$ cat src/hdl/rcw_pkg.sv
package rcw_pkg;

  // Fixed field widths
  localparam int unsigned PnW   = 62;
  localparam int unsigned WinW  = 32;
  localparam int unsigned DivNW = 42;  // dividend width of the shared divider
  localparam int unsigned DivDW = 32;  // divisor width of the shared divider
  localparam int unsigned ProdW = 48;

  localparam logic [WinW-1:0] ALL32  = '1;
  localparam logic [PnW-1:0]  PN_ALL = '1;

  // Pacing modes
  localparam logic [1:0] MODE_SLOW     = 2'd0;
  localparam logic [1:0] MODE_JUMP     = 2'd1;
  localparam logic [1:0] MODE_RECOVERY = 2'd2;

  // Configuration register indexes
  localparam logic [1:0] REG_INIT_WIN = 2'd0;
  localparam logic [1:0] REG_PAYLOAD  = 2'd1;
  localparam logic [1:0] REG_MIN_PKTS = 2'd2;
  localparam logic [1:0] REG_BETA     = 2'd3;

  typedef enum logic [1:0] {
    REQ_ACK     = 2'd0,
    REQ_LOSS    = 2'd1,
    REQ_JUMP    = 2'd2,
    REQ_RESTART = 2'd3
  } rcw_req_e;

  typedef enum logic [3:0] {
    S_IDLE,
    S_ACK1,
    S_ACK2,
    S_ACK3,
    S_ACK4,
    S_LOSS1,
    S_LRST,
    S_LOSS2,
    S_LOSS3,
    S_JUMP,
    S_RESTART,
    S_DIV,
    S_EMIT
  } rcw_state_e;

  typedef enum logic [3:0] {
    OP_NONE,
    OP_CAPTURE,
    OP_ACK1,
    OP_ACK2,
    OP_ACK3,
    OP_ACK4,
    OP_LOSS1,
    OP_LRST,
    OP_LOSS2,
    OP_LOSS3,
    OP_JUMP,
    OP_RESTART,
    OP_EMIT
  } rcw_op_e;

  typedef struct packed {
    rcw_op_e op;
  } rcw_cmd_t;

  typedef struct packed {
    logic below_rec;  // item number lies before the recovery end
    logic need_div;   // in avoidance, stash plus acked bytes reach one window
    logic restore;    // loss must restore the jumpstart window first
    logic div_busy;
    logic out_free;
  } rcw_sts_t;

  // Saturating 32-bit add
  function automatic logic [WinW-1:0] sat_add32(input logic [WinW-1:0] a,
                                                input logic [WinW-1:0] b);
    logic [WinW:0] s;
    s = {1'b0, a} + {1'b0, b};
    return s[WinW] ? ALL32 : s[WinW-1:0];
  endfunction

endpackage

$ cat src/hdl/rcw_div.sv
module rcw_div
  import rcw_pkg::*;
(
  input  logic             clk_i,
  input  logic             rst_ni,
  input  logic             start_i,
  input  logic [DivNW-1:0] dividend_i,
  input  logic [DivDW-1:0] divisor_i,
  output logic             busy_o,
  output logic [DivNW-1:0] quot_o,
  output logic [DivDW-1:0] rem_o
);

  localparam int unsigned CntW = $clog2(DivNW + 1);

  logic [CntW-1:0]  cnt_q, cnt_d;
  logic [DivNW-1:0] quo_q, quo_d;
  logic [DivDW-1:0] rem_q, rem_d;
  logic [DivDW-1:0] dsr_q, dsr_d;
  logic [DivDW:0]   trial;
  logic             fits;

  // One quotient bit per cycle, restoring form
  always_comb begin
    trial = {rem_q, quo_q[DivNW-1]};
    fits  = trial >= {1'b0, dsr_q};
    cnt_d = cnt_q;
    quo_d = quo_q;
    rem_d = rem_q;
    dsr_d = dsr_q;
    if (start_i) begin
      cnt_d = CntW'(DivNW);
      quo_d = dividend_i;
      rem_d = '0;
      dsr_d = divisor_i;
    end else if (cnt_q != '0) begin
      cnt_d = cnt_q - 1'b1;
      quo_d = {quo_q[DivNW-2:0], fits};
      rem_d = fits ? DivDW'(trial - {1'b0, dsr_q}) : trial[DivDW-1:0];
    end
  end

  always_ff @(posedge clk_i or negedge rst_ni) begin
    if (!rst_ni) begin
      cnt_q <= '0;
    end else begin
      cnt_q <= cnt_d;
    end
  end

  always_ff @(posedge clk_i) begin
    quo_q <= quo_d;
    rem_q <= rem_d;
    dsr_q <= dsr_d;
  end

  assign busy_o = cnt_q != '0;
  assign quot_o = quo_q;
  assign rem_o  = rem_q;

endmodule

$ cat src/hdl/rcw_ctrl.sv
module rcw_ctrl
  import rcw_pkg::*;
(
  input  logic     clk_i,
  input  logic     rst_ni,
  input  logic     s_axis_tvalid,
  output logic     s_axis_tready,
  input  logic [1:0] s_axis_tuser,
  input  rcw_sts_t sts_i,
  output rcw_cmd_t cmd_o
);

  rcw_state_e state_q, state_d;
  rcw_req_e   req_q, req_d;

  always_ff @(posedge clk_i or negedge rst_ni) begin
    if (!rst_ni) begin
      state_q <= S_IDLE;
      req_q   <= REQ_ACK;
    end else begin
      state_q <= state_d;
      req_q   <= req_d;
    end
  end

  // Next state and datapath command
  always_comb begin
    state_d       = state_q;
    req_d         = req_q;
    cmd_o.op      = OP_NONE;
    s_axis_tready = 1'b0;
    unique case (state_q)
      S_IDLE: begin
        s_axis_tready = 1'b1;
        if (s_axis_tvalid) begin
          cmd_o.op = OP_CAPTURE;
          req_d    = rcw_req_e'(s_axis_tuser);
          unique case (rcw_req_e'(s_axis_tuser))
            REQ_ACK:     state_d = S_ACK1;
            REQ_LOSS:    state_d = S_LOSS1;
            REQ_JUMP:    state_d = S_JUMP;
            REQ_RESTART: state_d = S_RESTART;
            default:     state_d = S_IDLE;
          endcase
        end
      end
      S_ACK1: begin
        cmd_o.op = OP_ACK1;
        state_d  = sts_i.below_rec ? S_EMIT : S_ACK2;
      end
      S_ACK2: begin
        cmd_o.op = OP_ACK2;
        state_d  = sts_i.need_div ? S_DIV : S_EMIT;
      end
      S_ACK3: begin
        cmd_o.op = OP_ACK3;
        state_d  = S_ACK4;
      end
      S_ACK4: begin
        cmd_o.op = OP_ACK4;
        state_d  = S_EMIT;
      end
      S_LOSS1: begin
        cmd_o.op = OP_LOSS1;
        if (sts_i.below_rec) begin
          state_d = S_EMIT;
        end else if (sts_i.restore) begin
          state_d = S_DIV;
        end else begin
          state_d = S_LOSS2;
        end
      end
      S_LRST: begin
        cmd_o.op = OP_LRST;
        state_d  = S_LOSS2;
      end
      S_LOSS2: begin
        cmd_o.op = OP_LOSS2;
        state_d  = S_LOSS3;
      end
      S_LOSS3: begin
        cmd_o.op = OP_LOSS3;
        state_d  = S_EMIT;
      end
      S_JUMP: begin
        cmd_o.op = OP_JUMP;
        state_d  = S_EMIT;
      end
      S_RESTART: begin
        cmd_o.op = OP_RESTART;
        state_d  = S_EMIT;
      end
      S_DIV: begin
        if (!sts_i.div_busy) begin
          state_d = (req_q == REQ_ACK) ? S_ACK3 : S_LRST;
        end
      end
      S_EMIT: begin
        if (sts_i.out_free) begin
          cmd_o.op = OP_EMIT;
          state_d  = S_IDLE;
        end
      end
      default: state_d = S_IDLE;
    endcase
  end

`ifndef SYNTH
  // A divide that is started is seen as busy by the wait state.
  a_div_wait: assert property (@(posedge clk_i) disable iff (!rst_ni)
    ((state_q == S_ACK2 || state_q == S_LOSS1) && state_d == S_DIV) |=> sts_i.div_busy)
    else $error("divider not busy after start");

  // The divide result goes back to the branch of the item's kind.
  a_div_return: assert property (@(posedge clk_i) disable iff (!rst_ni)
    (state_q == S_DIV && !sts_i.div_busy) |=>
      ((req_q == REQ_ACK && state_q == S_ACK3) || (req_q == REQ_LOSS && state_q == S_LRST)))
    else $error("divide returned to wrong branch");

  // A result that goes out frees the block for the next item.
  a_emit_idle: assert property (@(posedge clk_i) disable iff (!rst_ni)
    (state_q == S_EMIT && sts_i.out_free) |=> (state_q == S_IDLE))
    else $error("no return to idle after result");
`endif

endmodule

$ cat src/hdl/rcw_dp.sv
module rcw_dp
  import rcw_pkg::*;
(
  input  logic           clk_i,
  input  logic           rst_ni,
  input  rcw_cmd_t       cmd_i,
  output rcw_sts_t       sts_o,
  input  logic [31:0]    initial_window_i,
  input  logic [15:0]    payload_size_i,
  input  logic [7:0]     min_window_packets_i,
  input  logic [9:0]     beta_q10_i,
  input  logic [223:0]   s_axis_tdata,
  output logic           m_axis_tvalid,
  input  logic           m_axis_tready,
  output logic [199:0]   m_axis_tdata
);

  localparam logic [WinW-1:0] InitWinRst = 32'd14720;

  // Captured item
  logic [WinW-1:0] bytes_q, infl_q, jw_q;
  logic [PnW-1:0]  pn_q, npn_q;

  // Connection state
  logic [WinW-1:0] cwnd_q, cwnd_d, ssth_q, ssth_d, jba_q, jba_d, stash_q, stash_d;
  logic [WinW-1:0] peak_q, peak_d, floor_q, floor_d, loss_q, loss_d, exitw_q, exitw_d;
  logic [PnW-1:0]  rec_q, rec_d, jent_q, jent_d, jexit_q, jexit_d;
  logic [1:0]      mode_q, mode_d;
  logic [ProdW-1:0] prod_q, prod_d;

  // Output register
  logic           ovalid_q, ovalid_d;
  logic [199:0]   odata_q, odata_d;

  // Divider interface
  logic             div_start, div_busy;
  logic [DivNW-1:0] div_n, div_quot;
  logic [DivDW-1:0] div_d, div_rem;

  logic [WinW-1:0]  stash_sum, beta_win, lvl;
  logic [9:0]       beta_eff;
  logic [23:0]      min_win;
  logic [ProdW:0]   grow_sum;

  assign beta_eff  = (beta_q10_i == '0) ? 10'd1 : beta_q10_i;
  assign min_win   = {16'b0, min_window_packets_i} * {8'b0, payload_size_i};
  assign stash_sum = sat_add32(stash_q, bytes_q);
  assign grow_sum  = {17'b0, cwnd_q} + {1'b0, prod_q};
  assign beta_win  = prod_q[41:10];

  // Status toward the controller
  assign sts_o.below_rec = pn_q < rec_q;
  assign sts_o.need_div  = !(cwnd_q < ssth_q) && !(stash_sum < cwnd_q) && (cwnd_q != '0);
  assign sts_o.restore   = (ssth_q == ALL32) && (pn_q < jexit_q);
  assign sts_o.div_busy  = div_busy;
  assign sts_o.out_free  = !ovalid_q || m_axis_tready;

  // Divider start and operand selection
  always_comb begin
    div_start = 1'b0;
    div_n     = {jba_q, 10'b0};
    div_d     = {22'b0, beta_eff};
    if (cmd_i.op == OP_ACK2) begin
      div_start = sts_o.need_div;
      div_n     = {10'b0, stash_sum};
      div_d     = cwnd_q;
    end else if (cmd_i.op == OP_LOSS1) begin
      div_start = !sts_o.below_rec && sts_o.restore;
    end
  end

  rcw_div u_div (
    .clk_i      (clk_i),
    .rst_ni     (rst_ni),
    .start_i    (div_start),
    .dividend_i (div_n),
    .divisor_i  (div_d),
    .busy_o     (div_busy),
    .quot_o     (div_quot),
    .rem_o      (div_rem)
  );

  // State updates per command
  always_comb begin
    cwnd_d  = cwnd_q;  ssth_d  = ssth_q;  jba_d   = jba_q;   stash_d = stash_q;
    peak_d  = peak_q;  floor_d = floor_q; loss_d  = loss_q;  exitw_d = exitw_q;
    rec_d   = rec_q;   jent_d  = jent_q;  jexit_d = jexit_q; mode_d  = mode_q;
    prod_d  = prod_q;
    ovalid_d = ovalid_q && !m_axis_tready;
    odata_d  = odata_q;
    lvl      = '0;
    unique case (cmd_i.op)
      OP_ACK1: begin
        if (sts_o.below_rec) begin
          if (pn_q < jexit_q) cwnd_d = sat_add32(cwnd_q, bytes_q);
        end else begin
          if (jent_q <= pn_q && pn_q < jexit_q) jba_d = sat_add32(jba_q, bytes_q);
          if (mode_q == MODE_JUMP && jent_q <= pn_q) begin
            cwnd_d  = infl_q;
            jexit_d = npn_q;
            mode_d  = MODE_SLOW;
          end
        end
      end
      OP_ACK2: begin
        if (cwnd_q < ssth_q) begin
          cwnd_d = sat_add32(cwnd_q, bytes_q);
          if (peak_q < cwnd_d) peak_d = cwnd_d;
        end else begin
          stash_d = stash_sum;
        end
      end
      OP_ACK3: prod_d = {16'b0, div_quot[31:0]} * {32'b0, payload_size_i};
      OP_ACK4: begin
        cwnd_d  = (grow_sum[ProdW:WinW] != '0) ? ALL32 : grow_sum[WinW-1:0];
        stash_d = div_rem;
        if (peak_q < cwnd_d) peak_d = cwnd_d;
      end
      OP_LOSS1: begin
        if (!sts_o.below_rec) begin
          rec_d  = npn_q;
          mode_d = MODE_RECOVERY;
          if (loss_q != ALL32) loss_d = loss_q + 1'b1;
        end
      end
      OP_LRST: cwnd_d = (div_quot[DivNW-1:WinW] != '0) ? ALL32 : div_quot[WinW-1:0];
      OP_LOSS2: begin
        if (exitw_q == '0) exitw_d = cwnd_q;
        prod_d = {16'b0, cwnd_q} * {38'b0, beta_eff};
      end
      OP_LOSS3: begin
        lvl    = (beta_win < {8'b0, min_win}) ? {8'b0, min_win} : beta_win;
        cwnd_d = lvl;
        ssth_d = lvl;
        if (floor_q > lvl) floor_d = lvl;
      end
      OP_JUMP: begin
        if ({1'b0, cwnd_q, 1'b0} < {1'b0, 1'b0, jw_q}) begin
          jent_d = npn_q;
          cwnd_d = jw_q;
          mode_d = MODE_JUMP;
        end
      end
      OP_RESTART: begin
        cwnd_d  = initial_window_i; ssth_d  = ALL32;  rec_d   = '0;
        jent_d  = PN_ALL;           jexit_d = '0;     jba_d   = '0;
        stash_d = '0;               peak_d  = initial_window_i;
        floor_d = ALL32;            loss_d  = '0;     exitw_d = '0;
        mode_d  = MODE_SLOW;
      end
      OP_EMIT: begin
        ovalid_d = 1'b1;
        odata_d  = {6'b0, exitw_q, loss_q, floor_q, peak_q, mode_q, ssth_q, cwnd_q};
      end
      OP_NONE, OP_CAPTURE: ;
      default: ;
    endcase
  end

  always_ff @(posedge clk_i or negedge rst_ni) begin
    if (!rst_ni) begin
      cwnd_q   <= InitWinRst; ssth_q  <= ALL32;  rec_q   <= '0;
      jent_q   <= PN_ALL;     jexit_q <= '0;     jba_q   <= '0;
      stash_q  <= '0;         peak_q  <= InitWinRst;
      floor_q  <= ALL32;      loss_q  <= '0;     exitw_q <= '0;
      mode_q   <= MODE_SLOW;  ovalid_q <= 1'b0;
    end else begin
      cwnd_q   <= cwnd_d;  ssth_q  <= ssth_d;  rec_q   <= rec_d;
      jent_q   <= jent_d;  jexit_q <= jexit_d; jba_q   <= jba_d;
      stash_q  <= stash_d; peak_q  <= peak_d;
      floor_q  <= floor_d; loss_q  <= loss_d;  exitw_q <= exitw_d;
      mode_q   <= mode_d;  ovalid_q <= ovalid_d;
    end
  end

  // Payload registers
  always_ff @(posedge clk_i) begin
    prod_q  <= prod_d;
    odata_q <= odata_d;
    if (cmd_i.op == OP_CAPTURE) begin
      bytes_q <= s_axis_tdata[31:0];
      pn_q    <= s_axis_tdata[93:32];
      infl_q  <= s_axis_tdata[125:94];
      npn_q   <= s_axis_tdata[187:126];
      jw_q    <= s_axis_tdata[219:188];
    end
  end

  assign m_axis_tvalid = ovalid_q;
  assign m_axis_tdata  = odata_q;

endmodule

$ cat src/hdl/reno_congestion_window_unit.sv
// Jumpstart, restart and acks or losses before the recovery end go straight to the
// result; other acks that do not drain the stash take a second ack step, a loss that
// needs no restore takes the backoff multiply and level steps, and an ack that drains
// the stash or a loss that restores the window also waits on the shared 42-step radix-2
// divider. One item is worked on at a time; the next item is taken while a result waits.
// Reset is asynchronous and active low and loads defaults.
module reno_congestion_window_unit
  import rcw_pkg::*;
(
  input  logic         clk_i,
  input  logic         rst_ni,
  // Input items
  input  logic         s_axis_tvalid,
  output logic         s_axis_tready,
  // event_bytes[31:0], packet_number[93:32], bytes_in_flight[125:94],
  // next_packet_number[187:126], jump_window[219:188], zero fill
  input  logic [223:0] s_axis_tdata,
  // req_type[1:0]
  input  logic [1:0]   s_axis_tuser,
  // Result items
  output logic         m_axis_tvalid,
  input  logic         m_axis_tready,
  // window[31:0], threshold[63:32], pacing_mode[65:64], window_peak[97:66],
  // window_floor[129:98], loss_episodes[161:130], window_at_exit[193:162], zero fill
  output logic [199:0] m_axis_tdata,
  // Configuration
  input  logic         psel,
  input  logic         penable,
  input  logic         pwrite,
  input  logic [3:0]   paddr,
  input  logic [31:0]  pwdata,
  output logic [31:0]  prdata,
  output logic         pready
);

  logic [31:0] init_win_q;
  logic [15:0] payload_q;
  logic [7:0]  min_pkts_q;
  logic [9:0]  beta_q;
  logic        cfg_wr;
  rcw_cmd_t    cmd;
  rcw_sts_t    sts;

  assign pready = 1'b1;
  assign cfg_wr = psel && penable && pwrite;

  // Configuration registers
  always_ff @(posedge clk_i or negedge rst_ni) begin
    if (!rst_ni) begin
      init_win_q <= 32'd14720;
      payload_q  <= 16'd1472;
      min_pkts_q <= 8'd2;
      beta_q     <= 10'd717;
    end else if (cfg_wr) begin
      unique case (paddr[3:2])
        REG_INIT_WIN: init_win_q <= pwdata;
        REG_PAYLOAD:  payload_q  <= pwdata[15:0];
        REG_MIN_PKTS: min_pkts_q <= pwdata[7:0];
        REG_BETA:     beta_q     <= pwdata[9:0];
        default: ;
      endcase
    end
  end

  // Register read
  always_comb begin
    unique case (paddr[3:2])
      REG_INIT_WIN: prdata = init_win_q;
      REG_PAYLOAD:  prdata = {16'b0, payload_q};
      REG_MIN_PKTS: prdata = {24'b0, min_pkts_q};
      REG_BETA:     prdata = {22'b0, beta_q};
      default:      prdata = '0;
    endcase
  end

  rcw_ctrl u_ctrl (
    .clk_i         (clk_i),
    .rst_ni        (rst_ni),
    .s_axis_tvalid (s_axis_tvalid),
    .s_axis_tready (s_axis_tready),
    .s_axis_tuser  (s_axis_tuser),
    .sts_i         (sts),
    .cmd_o         (cmd)
  );

  rcw_dp u_dp (
    .clk_i                (clk_i),
    .rst_ni               (rst_ni),
    .cmd_i                (cmd),
    .sts_o                (sts),
    .initial_window_i     (init_win_q),
    .payload_size_i       (payload_q),
    .min_window_packets_i (min_pkts_q),
    .beta_q10_i           (beta_q),
    .s_axis_tdata         (s_axis_tdata),
    .m_axis_tvalid        (m_axis_tvalid),
    .m_axis_tready        (m_axis_tready),
    .m_axis_tdata         (m_axis_tdata)
  );

endmodule
$ cat config.mk
export PLATFORM = sky130hd
export DESIGN_NAME = reno_congestion_window_unit
export DESIGN_NICKNAME = d
export VERILOG_FILES = /design/src/hdl/rcw_pkg.sv /design/src/hdl/rcw_div.sv /design/src/hdl/rcw_ctrl.sv /design/src/hdl/rcw_dp.sv /design/src/hdl/reno_congestion_window_unit.sv
export SDC_FILE = /design/constraint.sdc
export NUM_CORES = 2
export LEC_CHECK = 0
export BUFFER_PORTS_ARGS = -buffer_cell sky130_fd_sc_hd__buf_2
export CAP_MARGIN = 10
export CORE_MARGIN = 2
export CORE_UTILIZATION = 50
export CTS_BUF_LIST = sky130_fd_sc_hd__clkbuf_8
export DETAILED_ROUTE_END_ITERATION = 8
export PLACE_DENSITY = 0.67
export REMOVE_ABC_BUFFERS = 1
export SYNTH_ARGS = -nofsm -noshare
export SYNTH_HDL_FRONTEND = slang
export SYNTH_SLANG_ARGS = --single-unit
$ cat constraint.sdc
create_clock -name clk_i -period 11.29 [get_ports clk_i]
set_input_delay 3.387 -clock clk_i [delete_from_list [all_inputs] [get_ports clk_i]]
set_output_delay 3.387 -clock clk_i [all_outputs]
set_load 0.005 [all_outputs]
==> flow_metrics.tcl <==
set metrics [dict create \
    cpMostUsedCell "a21o_1" \
    critPathMaxStageDelay_ns 0.53 \
    ys_ff_latch 1091 \
    path_class "register to register" \
    worstPathArrival_ns 11.69 \
    cpMaxStageDelayCell "fa_1" \
    worstPathRequired_ns 12.19 \
    cts_sinks 1091 \
    end_kind "register" \
    routed-via-count 74900 \
    viasPerCell 6.02 \
    drv_cap 0 \
    grt_first_pass_wirelength_um 476000 \
    min_period_ns 10.79 \
    cts-root-buf "clkbuf_8" \
    cts_hold_buf 0 \
    synth_area_sq_um 90400 \
    synth-main-ff-cell "edfxtp_1" \
    grt_usage_pct 34.7 \
    top_layer_used "met5" \
    grt_max_degree 149 \
    synth_edf_count 536 \
    fp-row-count 156 \
    antenna_found_initial 38 \
    r2r_setup_slack_ns 0.50 \
    hpwl_um 241000 \
    antenna_left 0 \
    postCtsSetupBuffers 0 \
    rr_worst_depth 45 \
    die_area_sq_um 184000 \
    startpoint_type "register" \
    route.met3.wl_um 32000 \
    fin_skew_ns 0.0926 \
    synthTopCellsByArea "edfxtp_1 (18%), fa_1 (17%), ha_1 (11%), dfrtp_1 (10%), nand2_1 (5.9%)" \
    tightest_slew_ns 1.34 \
    ios 504 \
    finalCritPeriodShare_pct 95.6 \
    finalSetupViolCount 0 \
    clkTransAtPathRegs_ns 0.06 \
    setup_ws_ns 0.499 \
    yosys.area.top_type "edfxtp_1" \
    hold_viol 0 \
    drc_errors 0 \
    htree_levels 4 \
    avgSynthCellArea_sq_um 9.55 \
    slew_headroom_pct 10.6 \
    fin_nets 11700 \
    wl_per_cell_um 25.9 \
    coreArea_sq_um 180000 \
    syn_inst 9466 \
    area_delta_synth_final_pct 10.3 \
    hold_end "u_dp.m_axis_tdata[157]$_DFFE_PP_" \
    die_w_um 429 \
    drt_iter0_markers 8015 \
    cts_inserted_buffers 194 \
    regArea_sq_um 30000 \
    cp_max_fo 33 \
    synth.yosys.seq_area_share_pct 33.2 \
    slew_viol_final 0 \
    post-route-util_pct 55.3 \
    timing.rr.end "u_dp.floor_q[12]$_DFFE_PN1P_" \
    hold_depth 0 \
    max_freq_mhz 92.7 \
    gp_congestion 1.01 \
    multi_input_area_sq_um 54400 \
    r2r_start "min_pkts_q[2]$_DFFE_PN0P_" \
    totalWireLength_um 322000 \
    grt_pass1_vias 74300 \
    wl_met1_um 124000 \
    route.met2.wl_um 142000 \
    synthDominantCellAreaShare_pct 17.8 \
    cts_tree "built" \
    hold_ws_ns 0.458 \
    synth_warnings 0 \
    drt-pass1-iter-count 8 \
    port_buffers 490 \
    start_util_pct 50.2 \
    clkLatencyLatePin_ns 1.04 \
    min_from "u_dp.loss_q[27]$_DFFE_PN0P_" \
    fillers 16100 \
    outcome "finished clean" \
    dp_slack_ns 0.336 \
    grt.overflow.total 0 \
    clockBufferDepth 3 \
    async_flop_share_pct 47.9 \
    hold_path_class "register to register" \
    final_layout_size_suffix_gt1_share_pct 13.2 \
    die_y_um 429 \
    synth_cell_types 93 \
]
-- kinds of logic (layout without fill, tap and decap cells) --
| logic type | count (synthesis) | in the layout | share of synthesized area, % |
|---|---|---|---|
| buffers and inverters | 1630 | 2195 | 6.84 |
| xor gates and xnor gates | 254 | 254 | 2.46 |
| other | 2 | 39 | 0.00831 |
| adders and majority gates | 1542 | 1542 | 27.5 |
| DFF | 1091 | 1091 | 33.2 |
| and+or+nand+nor | 2975 | 2975 | 14.9 |
| muxes | 182 | 183 | 2.31 |
| AOI/OAI and AO/OA | 1790 | 1790 | 12.7 |
-- state kept, by name, indices dropped and copies added (netlist names), 32 cells and up --
name and count:
u_dp.rec_q 62, u_dp.peak_q 32, u_dp.jw_q 32, u_dp.jent_q 62, u_dp.m_axis_tdata 194, u_dp.loss_q 32
u_dp.floor_q 32, u_dp.pn_q 62, u_dp.u_div.dsr_q 32, init_win_q 32, u_dp.u_div.quot_o 42, u_dp.u_div.rem_o 32
u_dp.bytes_q 32, u_dp.exitw_q 32, u_dp.jba_q 32, u_dp.ssth_q 32, u_dp.cwnd_q 32, u_dp.stash_q 32
u_dp.prod_q 48, u_dp.npn_q 62, u_dp.jexit_q 62, u_dp.infl_q 32
-- stage by stage --
step                      std cells  setup TNS, ns  cell area [sq um]
final                         12400              0              99700
after floorplan                9011        -306.36              88600
after CTS                     12400              0              99600
after detailed placement      12000              0              95500
after global placement        12000              0              95500
after global routing          12400       -0.00533              99700
-- placed cells by master (no fill, tap or decap), types with 102 or more instances in the layout --
master,synthesis,final
clkbuf_8,0,218
o21ai_0,427,427
nand4_1,112,112
dfstp_2,152,152
xor2_1,110,109
ha_1,792,792
a21oi_1,470,470
xnor2_1,144,144
nand2_1,1424,1418
edfxtp_1,536,536
nor2_1,519,511
a21o_1,232,232
buf_2,14,489
fa_1,745,745
nand3_1,187,184
dfrtp_1,371,369
nor3_1,111,102
inv_1,1169,1236
mux2_2,129,129
buf_4,7,167
and2_1,315,314
-- per-layer routing --
| metal | track usage, % | vias to the layer above |
|---|---|---|
| li1 | - | 32800 |
| met1 | 44.8 | 37300 |
| met2 | 52.9 | 3930 |
| met3 | 7.96 | 941 |
| met4 | 21.8 | 10 |
| met5 | 0 | - |
-- cells in the mapped netlist (18+ instances only) --
| master | n |
|---|---|
| a211o_1 | 18 |
| a211oi_1 | 73 |
| a21boi_0 | 18 |
| a21o_1 | 232 |
| a21oi_1 | 470 |
| a221oi_1 | 23 |
| a22o_1 | 35 |
| a22oi_1 | 23 |
| a31oi_1 | 51 |
| and2_1 | 315 |
| and3_1 | 41 |
| buf_1 | 23 |
| clkbuf_1 | 414 |
| dfrtp_1 | 371 |
| dfstp_2 | 152 |
| dfxtp_1 | 32 |
| edfxtp_1 | 536 |
| fa_1 | 745 |
| ha_1 | 792 |
| inv_1 | 1169 |
| mux2_2 | 129 |
| mux2i_1 | 44 |
| nand2_1 | 1424 |
| nand2b_1 | 59 |
| nand3_1 | 187 |
| nand4_1 | 112 |
| nor2_1 | 519 |
| nor2b_1 | 68 |
| nor3_1 | 111 |
| nor4_1 | 46 |
| o2111ai_1 | 34 |
| o211ai_1 | 56 |
| o21a_1 | 70 |
| o21ai_0 | 427 |
| o21ai_1 | 31 |
| o21bai_1 | 43 |
| o221ai_1 | 31 |
| o31ai_1 | 22 |
| or2_2 | 20 |
| or3_1 | 33 |
| xnor2_1 | 144 |
| xor2_1 | 110 |
-- layout make-up --
class                   count  share of cell area (%)
repair buffers            662                    3.80
inverters                1170                    4.41
multi-input cells        6751                    54.6
well taps                2370                    2.97
clock buffers             218                    3.01
flip-flops and latches   1091                    30.1
diodes                     32                  0.0803
clock inverters           145                    1.02
-- repair_timing --
action	in CTS	in global routing
hold endpoints to repair	0	0
gates resized for setup	0	10
setup endpoints to repair	0	30
-- worst max path at each step --
| stage | endpoint | cells past startpoint | from | slack [ns] |
|---|---|---|---|---|
| finish | u_dp.floor_q[12]$_DFFE_PN1P_ | 45 | min_pkts_q[2]$_DFFE_PN0P_ | 0.50 |
| floorplan | u_dp.m_axis_tdata[0]$_DFFE_PP_ | 2 | m_axis_tready | -1.52 |
| global route | u_dp.floor_q[20]$_DFFE_PN1P_ | 41 | min_pkts_q[2]$_DFFE_PN0P_ | -0.005 |
| detailed placement | u_dp.floor_q[12]$_DFFE_PN1P_ | 43 | min_pkts_q[2]$_DFFE_PN0P_ | 0.34 |
| CTS | u_dp.floor_q[12]$_DFFE_PN1P_ | 43 | min_pkts_q[2]$_DFFE_PN0P_ | 0.29 |
| global placement | u_dp.floor_q[14]$_DFFE_PN1P_ | 42 | min_pkts_q[2]$_DFFE_PN0P_ | 0.56 |
-- critical path, delay by kind of cell (launching register included) --
kind | cells | cell delay [ns]
xor+xnor | 1 | 0.22
buf+inv | 5 | 0.68
flops | 1 | 0.47
fa+ha+maj | 9 | 3.52
simple gates | 7 | 1.26
compound gates | 23 | 4.56
Power is left out: the tool's default activity adds up to more than one toggle a clock period on the data nets, which glitch-free logic cannot reach.
